## config.mk

```make
export PLATFORM = sky130hd
export DESIGN_NAME = piecewise_linear_contrast_stretch
export DESIGN_NICKNAME = d
export VERILOG_FILES = /design/src/hw/rtl/plcs_pkg.sv /design/src/hw/rtl/piecewise_linear_contrast_stretch.sv /design/src/hw/rtl/plcs_front.sv /design/src/hw/rtl/plcs_div_stage.sv
export SDC_FILE = /design/constraint.sdc
export NUM_CORES = 1
export LEC_CHECK = 0
export BUFFER_PORTS_ARGS = -buffer_cell sky130_fd_sc_hd__buf_2
export CORE_UTILIZATION = 65
export CTS_CLUSTER_DIAMETER = 60
export CTS_CLUSTER_SIZE = 28
export DETAILED_ROUTE_END_ITERATION = 8
export GPL_ROUTABILITY_DRIVEN = 0
export PLACE_DENSITY = 0.91
export SETUP_SLACK_MARGIN = 0.02
export SLEW_MARGIN = 20
export SYNTH_ARGS = -nofsm -noshare
export SYNTH_HDL_FRONTEND = slang
export SYNTH_HIERARCHICAL = 1
export SYNTH_SLANG_ARGS = --single-unit
```

## constraint.sdc

```tcl
create_clock -name i_clk -period 10.7 [get_ports i_clk]
set_clock_uncertainty 0.15 [all_clocks]
set_input_delay 0.535 -clock i_clk [delete_from_list [all_inputs] [get_ports i_clk]]
set_output_delay 0.535 -clock i_clk [all_outputs]
set_load 0.01 [all_outputs]
```

## src/hw/rtl/plcs_pkg.sv

```systemverilog
// shared types and constants for the piecewise linear contrast stretch
package plcs_pkg;

    localparam int PIX_W = 8;
    localparam int QUO_W = 9;
    localparam int REM_W = 18;
    localparam int DIV_STAGES = QUO_W;
    localparam int CFG_IDX_W = 2;

    localparam logic [PIX_W-1:0] PIX_MAX = 8'hFF;

    localparam logic [CFG_IDX_W-1:0] CFG_LOW_BREAK_IN   = 2'd0;
    localparam logic [CFG_IDX_W-1:0] CFG_LOW_BREAK_OUT  = 2'd1;
    localparam logic [CFG_IDX_W-1:0] CFG_HIGH_BREAK_IN  = 2'd2;
    localparam logic [CFG_IDX_W-1:0] CFG_HIGH_BREAK_OUT = 2'd3;

    localparam logic [PIX_W-1:0] RST_LOW_BREAK_IN   = 8'd64;
    localparam logic [PIX_W-1:0] RST_LOW_BREAK_OUT  = 8'd64;
    localparam logic [PIX_W-1:0] RST_HIGH_BREAK_IN  = 8'd192;
    localparam logic [PIX_W-1:0] RST_HIGH_BREAK_OUT = 8'd192;

    typedef struct packed {
        logic [PIX_W-1:0] low_in;
        logic [PIX_W-1:0] low_out;
        logic [PIX_W-1:0] high_in;
        logic [PIX_W-1:0] high_out;
    } t_curve;

    typedef struct packed {
        logic             valid;
        logic             force_max;
        logic [REM_W-1:0] rem;
        logic [REM_W-1:0] div_sh;
        logic [QUO_W-1:0] quo;
    } t_div_bus;

endpackage

```

## src/hw/rtl/piecewise_linear_contrast_stretch.sv

```systemverilog
// top level of the piecewise linear contrast stretch
// maps 8-bit grey pixels through a three-segment transfer curve
// input: a pixel is taken on each edge where i_start is high and o_busy is low;
//   o_busy is always low, so one pixel can enter every clock
// output: o_valid is high for one cycle with o_pixel_out once the pixel has passed
//   the pipeline, results in input order; the receiver cannot stall
// throughput: one pixel per clock, latency set by the 2 front stages,
//   the 9 single-bit divider stages and the output register
// configuration: i_cfg_valid/o_cfg_ready write channel, index 0 low break in,
//   1 low break out, 2 high break in, 3 high break out; o_cfg_ready always high;
//   write only while no pixel is in flight
// reset: synchronous active low, flushes the pipeline and restores the
//   breakpoints (64,64) and (192,192)
module piecewise_linear_contrast_stretch
    import plcs_pkg::*;
(
    input  logic                 i_clk,
    input  logic                 i_rst_n,
    input  logic                 i_start,
    output logic                 o_busy,
    input  logic [PIX_W-1:0]     i_pixel_in,
    output logic                 o_valid,
    output logic [PIX_W-1:0]     o_pixel_out,
    input  logic                 i_cfg_valid,
    output logic                 o_cfg_ready,
    input  logic [CFG_IDX_W-1:0] i_cfg_index,
    input  logic [PIX_W-1:0]     i_cfg_data
);

    localparam int LATENCY = 3 + DIV_STAGES;

    t_curve           r_curve;
    t_div_bus         div_bus [DIV_STAGES+1];
    logic             r_valid;
    logic [PIX_W-1:0] r_pixel;
    logic             accept;

    assign o_busy      = 1'b0;
    assign o_cfg_ready = 1'b1;
    assign accept      = i_start && !o_busy;

    always_ff @(posedge i_clk) begin
        if (!i_rst_n) begin
            r_curve.low_in   <= RST_LOW_BREAK_IN;
            r_curve.low_out  <= RST_LOW_BREAK_OUT;
            r_curve.high_in  <= RST_HIGH_BREAK_IN;
            r_curve.high_out <= RST_HIGH_BREAK_OUT;
        end else if (i_cfg_valid && o_cfg_ready) begin
            unique case (i_cfg_index)
                CFG_LOW_BREAK_IN:   r_curve.low_in   <= i_cfg_data;
                CFG_LOW_BREAK_OUT:  r_curve.low_out  <= i_cfg_data;
                CFG_HIGH_BREAK_IN:  r_curve.high_in  <= i_cfg_data;
                CFG_HIGH_BREAK_OUT: r_curve.high_out <= i_cfg_data;
                default: ;
            endcase
        end
    end

    plcs_front u_front (
        .i_clk   (i_clk),
        .i_rst_n (i_rst_n),
        .i_valid (accept),
        .i_pixel (i_pixel_in),
        .i_curve (r_curve),
        .o_bus   (div_bus[0])
    );

    for (genvar g = 0; g < DIV_STAGES; g++) begin : g_div
        plcs_div_stage u_stage (
            .i_clk   (i_clk),
            .i_rst_n (i_rst_n),
            .i_bus   (div_bus[g]),
            .o_bus   (div_bus[g+1])
        );
    end

    always_ff @(posedge i_clk) begin
        if (!i_rst_n) begin
            r_valid <= 1'b0;
        end else begin
            r_valid <= div_bus[DIV_STAGES].valid;
        end
        // saturation safeguard
        if (div_bus[DIV_STAGES].force_max || div_bus[DIV_STAGES].quo[QUO_W-1]) begin
            r_pixel <= PIX_MAX;
        end else begin
            r_pixel <= div_bus[DIV_STAGES].quo[PIX_W-1:0];
        end
    end

    assign o_valid     = r_valid;
    assign o_pixel_out = r_pixel;

    a_req_gives_result: assert property (@(posedge i_clk) disable iff (!i_rst_n)
        accept |-> ##LATENCY o_valid)
        else $error("request did not produce a result");

    a_result_has_req: assert property (@(posedge i_clk) disable iff (!i_rst_n)
        (o_valid && $past(i_rst_n, LATENCY)) |-> $past(accept, LATENCY))
        else $error("result without a request");

    a_full_scale: assert property (@(posedge i_clk) disable iff (!i_rst_n)
        (accept && i_pixel_in == PIX_MAX) |-> ##LATENCY (o_pixel_out == PIX_MAX))
        else $error("full-scale pixel not mapped to full scale");

endmodule

```

## src/hw/rtl/plcs_front.sv

```systemverilog
// segment selection and numerator build, two register stages
module plcs_front
    import plcs_pkg::*;
(
    input  logic             i_clk,
    input  logic             i_rst_n,
    input  logic             i_valid,
    input  logic [PIX_W-1:0] i_pixel,
    input  t_curve           i_curve,
    output t_div_bus         o_bus
);

    logic             r_valid;
    logic             r_force;
    logic [PIX_W-1:0] r_a, r_b, r_c, r_d, r_den;
    logic [PIX_W-1:0] n_a, n_b, n_c, n_d, n_den;
    logic             n_force;

    logic [2*PIX_W-1:0] prod_ab;
    logic [2*PIX_W-1:0] prod_cd;
    logic [2*PIX_W:0]   num;
    logic [REM_W-1:0]   dividend;
    t_div_bus           r_bus;

    always_comb begin
        n_force = 1'b0;
        n_a     = '0;
        n_b     = '0;
        n_c     = '0;
        n_d     = '0;
        n_den   = 8'd1;
        priority if (i_pixel < i_curve.low_in) begin
            n_a   = i_curve.low_out;
            n_b   = i_pixel;
            n_den = i_curve.low_in;
        end else if (i_pixel < i_curve.high_in) begin
            n_a   = i_curve.low_out;
            n_b   = i_curve.high_in - i_pixel;
            n_c   = i_curve.high_out;
            n_d   = i_pixel - i_curve.low_in;
            n_den = i_curve.high_in - i_curve.low_in;
        end else if (i_pixel != PIX_MAX) begin
            n_a   = i_curve.high_out;
            n_b   = PIX_MAX - i_pixel;
            n_c   = PIX_MAX;
            n_d   = i_pixel - i_curve.high_in;
            n_den = PIX_MAX - i_curve.high_in;
        end else begin
            n_force = 1'b1;
        end
    end

    always_ff @(posedge i_clk) begin
        if (!i_rst_n) begin
            r_valid <= 1'b0;
        end else begin
            r_valid <= i_valid;
        end
        r_force <= n_force;
        r_a     <= n_a;
        r_b     <= n_b;
        r_c     <= n_c;
        r_d     <= n_d;
        r_den   <= n_den;
    end

    // full-width products
    assign prod_ab  = {{PIX_W{1'b0}}, r_a} * {{PIX_W{1'b0}}, r_b};
    assign prod_cd  = {{PIX_W{1'b0}}, r_c} * {{PIX_W{1'b0}}, r_d};

    // half-up rounding: (2n + d) / 2d
    assign num      = {1'b0, prod_ab} + {1'b0, prod_cd};
    assign dividend = {num, 1'b0} + {{(REM_W-PIX_W){1'b0}}, r_den};

    always_ff @(posedge i_clk) begin
        if (!i_rst_n) begin
            r_bus.valid <= 1'b0;
        end else begin
            r_bus.valid <= r_valid;
        end
        r_bus.force_max <= r_force;
        r_bus.rem       <= dividend;
        r_bus.div_sh    <= {1'b0, r_den, {QUO_W{1'b0}}};
        r_bus.quo       <= '0;
    end

    assign o_bus = r_bus;

endmodule

```

## src/hw/rtl/plcs_div_stage.sv

```systemverilog
// one restoring division step, one quotient bit per stage
module plcs_div_stage
    import plcs_pkg::*;
(
    input  logic     i_clk,
    input  logic     i_rst_n,
    input  t_div_bus i_bus,
    output t_div_bus o_bus
);

    logic     ge;
    t_div_bus r_bus;

    assign ge = (i_bus.rem >= i_bus.div_sh);

    always_ff @(posedge i_clk) begin
        if (!i_rst_n) begin
            r_bus.valid <= 1'b0;
        end else begin
            r_bus.valid <= i_bus.valid;
        end
        r_bus.force_max <= i_bus.force_max;
        r_bus.rem       <= ge ? i_bus.rem - i_bus.div_sh : i_bus.rem;
        r_bus.div_sh    <= {1'b0, i_bus.div_sh[REM_W-1:1]};
        r_bus.quo       <= {i_bus.quo[QUO_W-2:0], ge};
    end

    assign o_bus = r_bus;

endmodule
```

==> out/results.txt <==
critical-path cell list - nand2_1 -> fa_1 -> fa_1 -> fa_1 -> inv_1 -> fa_1 -> fa_1 -> fa_1 -> ha_1 -> o211ai_2 -> o211ai_1 -> o311ai_0 -> xnor2_1 -> nand3_1 -> nor3b_1 -> nand3b_1 -> xor2_1
critical path endpoint category - flop
full die area - 43200 µm²
initial antenna violation count - 0
global-route wire length before repair - 106000 µm
pin count of the biggest net entering global routing - 54
maxcap violations - 0
status - finished clean
Sum Neg Setup Slack - 0 ns
cell area power density - 325 nW/µm²
Power, Total - 9.41 mW
core area - 41900 µm²
clock buffer depth - 3
post-place instance area - 27700 µm²
crit share post-route - 58.9%
largest delay contributor family on the critical path - adder cells
met2 Use GR - 54.5%
drt drc - 0
CTS tree - built
Final setup viols - 0
Post-CTS Repair Setup Buffers - 0
data arrival time of the worst path - 6.64 ns
endpoints failing hold - 0
Total Wirelength - 65200 µm
drt via density - 6.16
Most common cell on crit path - fa_1
CTS buffer count - 30
Worst-Margin Slew - 0.838 ns
CTS Hold Bufs - 1
vias in the first global route - 21700
hpwl dp - 49500 µm
Max Fanout on Critical Path - 8
Pleak - 13.5 nW
hold crit path type - in2reg
Slowest-stage cell, CP - fa_1
Synth-to-Final Area Change - 5.30%
GRT busiest layer - met2
met1 Resource Use GR - 34.3%
Vias - 21500
Synth Warn # - 6
clock slew at reported path FFs - 0.09 ns
I/O pins - 33
Synth Cell Area - 27500 µm²
RSZ-0062 raised after global routing - false
CP startpoint kind - flop
clock tree root buffer cell - clkbuf_16
Final Slew Violations - 0
Die Wd - 208 µm
Mapped Cells - 2938
clock sinks - 453
DRT antenna net count - 0
GRT overflow - 0
fin area - 29000 µm²
worst hold slack - 0.0892 ns
FMAX - 159 MHz
min Tclk post-route - 6.31 ns
CTS H-Tree Depth - 1
max_slew headroom - 43.4%
CP max stage delay - 0.55 ns
DR iter-0 viols - 2181
buffers added on ports - 30
final std cells w/o fill - 3487
GR met3 Demand/Resource - 3.78%
final net count - 3321
Initial Util - 65.8%
number of cell rows - 75
Die Ht - 208 µm
GR Util All Layers - 29.9%
Critical path buffers and inverters - 1
Resize count post-CTS - 0
dpl cells - 3427
reg2reg setup slack - 4.39 ns
maximum vdd drop - 187 µV
Fill cells - 2777
share of layout cells above drive strength 1 - 9.63%
critical path required time - 11.03 ns
drt wl/cell - 18.7 µm
CP Class - reg2reg
clk_lat worst skew - 0.61 ns
Syn Area/Cell - 9.37 µm²
DRT Pass-1 Iters - 8
Ant. Diodes - 0
[tightest hold or removal path, delay by kind of cell]
kind,cells,cell delay [ns]
mux,1,0.12
buf+inv,1,0.09
simple gates,1,0.05
[cells in the final DEF, fill, tap and decap left out, drive strengths merged, types with 21 or more instances in the layout]
| cell type | count |
|---|---|
| o21ai | 82 |
| inv | 402 |
| clkbuf | 31 |
| mux2i | 43 |
| buf | 36 |
| nand4 | 28 |
| ha | 264 |
| xor2 | 66 |
| a211oi | 24 |
| nor3 | 24 |
| and2 | 107 |
| a21oi | 211 |
| a31oi | 21 |
| fa | 111 |
| a21o | 49 |
| o211ai | 27 |
| nand3 | 62 |
| xnor2 | 83 |
| mux2 | 56 |
| nor2 | 155 |
| nor2b | 35 |
| nand2b | 32 |
| nand2 | 246 |
| dfxtp | 453 |
| o21a | 30 |
[registers in the layout (all words and copies together), names as in the netlist]
name / flops
u_front/r_den: 8
u_front/r_force: 1
u_front/r_valid: 1
o_pixel_out: 8
g_div.u_stage/o_bus: 343
u_front/r_d: 8
r_curve: 32
u_front/o_bus: 27
u_front/r_a: 8
o_valid: 1
u_front/r_c: 8
u_front/r_b: 8
[through the flow]
step | setup WS, ns | util (%)
6_report | 4.39 | 69.2
5_1_grt | 4.11 | 69.2
4_1_cts | 4.50 | 69.1
3_5_place_dp | 4.56 | 66.3
3_3_place_gp | 4.73 | 66.3
2_1_floorplan | 4.97 | -
[final cells by class]
class	count	area, µm²	area share (%)
multi-input combinational	2012	16400	56.5
sequential	453	9070	31.3
inverter	390	1460	5.05
clock buffer	31	776	2.68
tap	539	674	2.33
clock inverter	25	404	1.39
timing repair buffer	37	220	0.760
[worst paths after layout]
check | startpoint | end | cells after the start
min | i_cfg_data[7] | r_curve[15]$_SDFFE_PN1P_ | 3
max | u_front/r_a[5]$_DFF_P_ | u_front/o_bus[43]$_DFF_P_ | 17
max reg2reg | u_front/r_a[5]$_DFF_P_ | u_front/o_bus[43]$_DFF_P_ | 17
min reg2reg | u_front/o_bus[45]$_DFF_P_ | g_div[0].u_stage/o_bus[45]$_DFF_P_ | 0
[power breakdown]
part	internal [mW]	leakage, nW	total [mW]	switching, mW
registers	2.22	3.79	2.57	0.348
clock network	0.657	0.568	1.35	0.689
logic	2.29	9.15	5.49	3.20
total	5.16	13.5	9.41	4.24
[layer usage]
metal	routed length, µm	vias up	share of wire [%]
li1	-	9882	-
met1	24300	10100	37
met2	32500	1137	50
met3	4500	331	6.9
met4	3860	0	5.9
met5	0	-	0
Note: power is estimated with default switching activity, not from simulation.
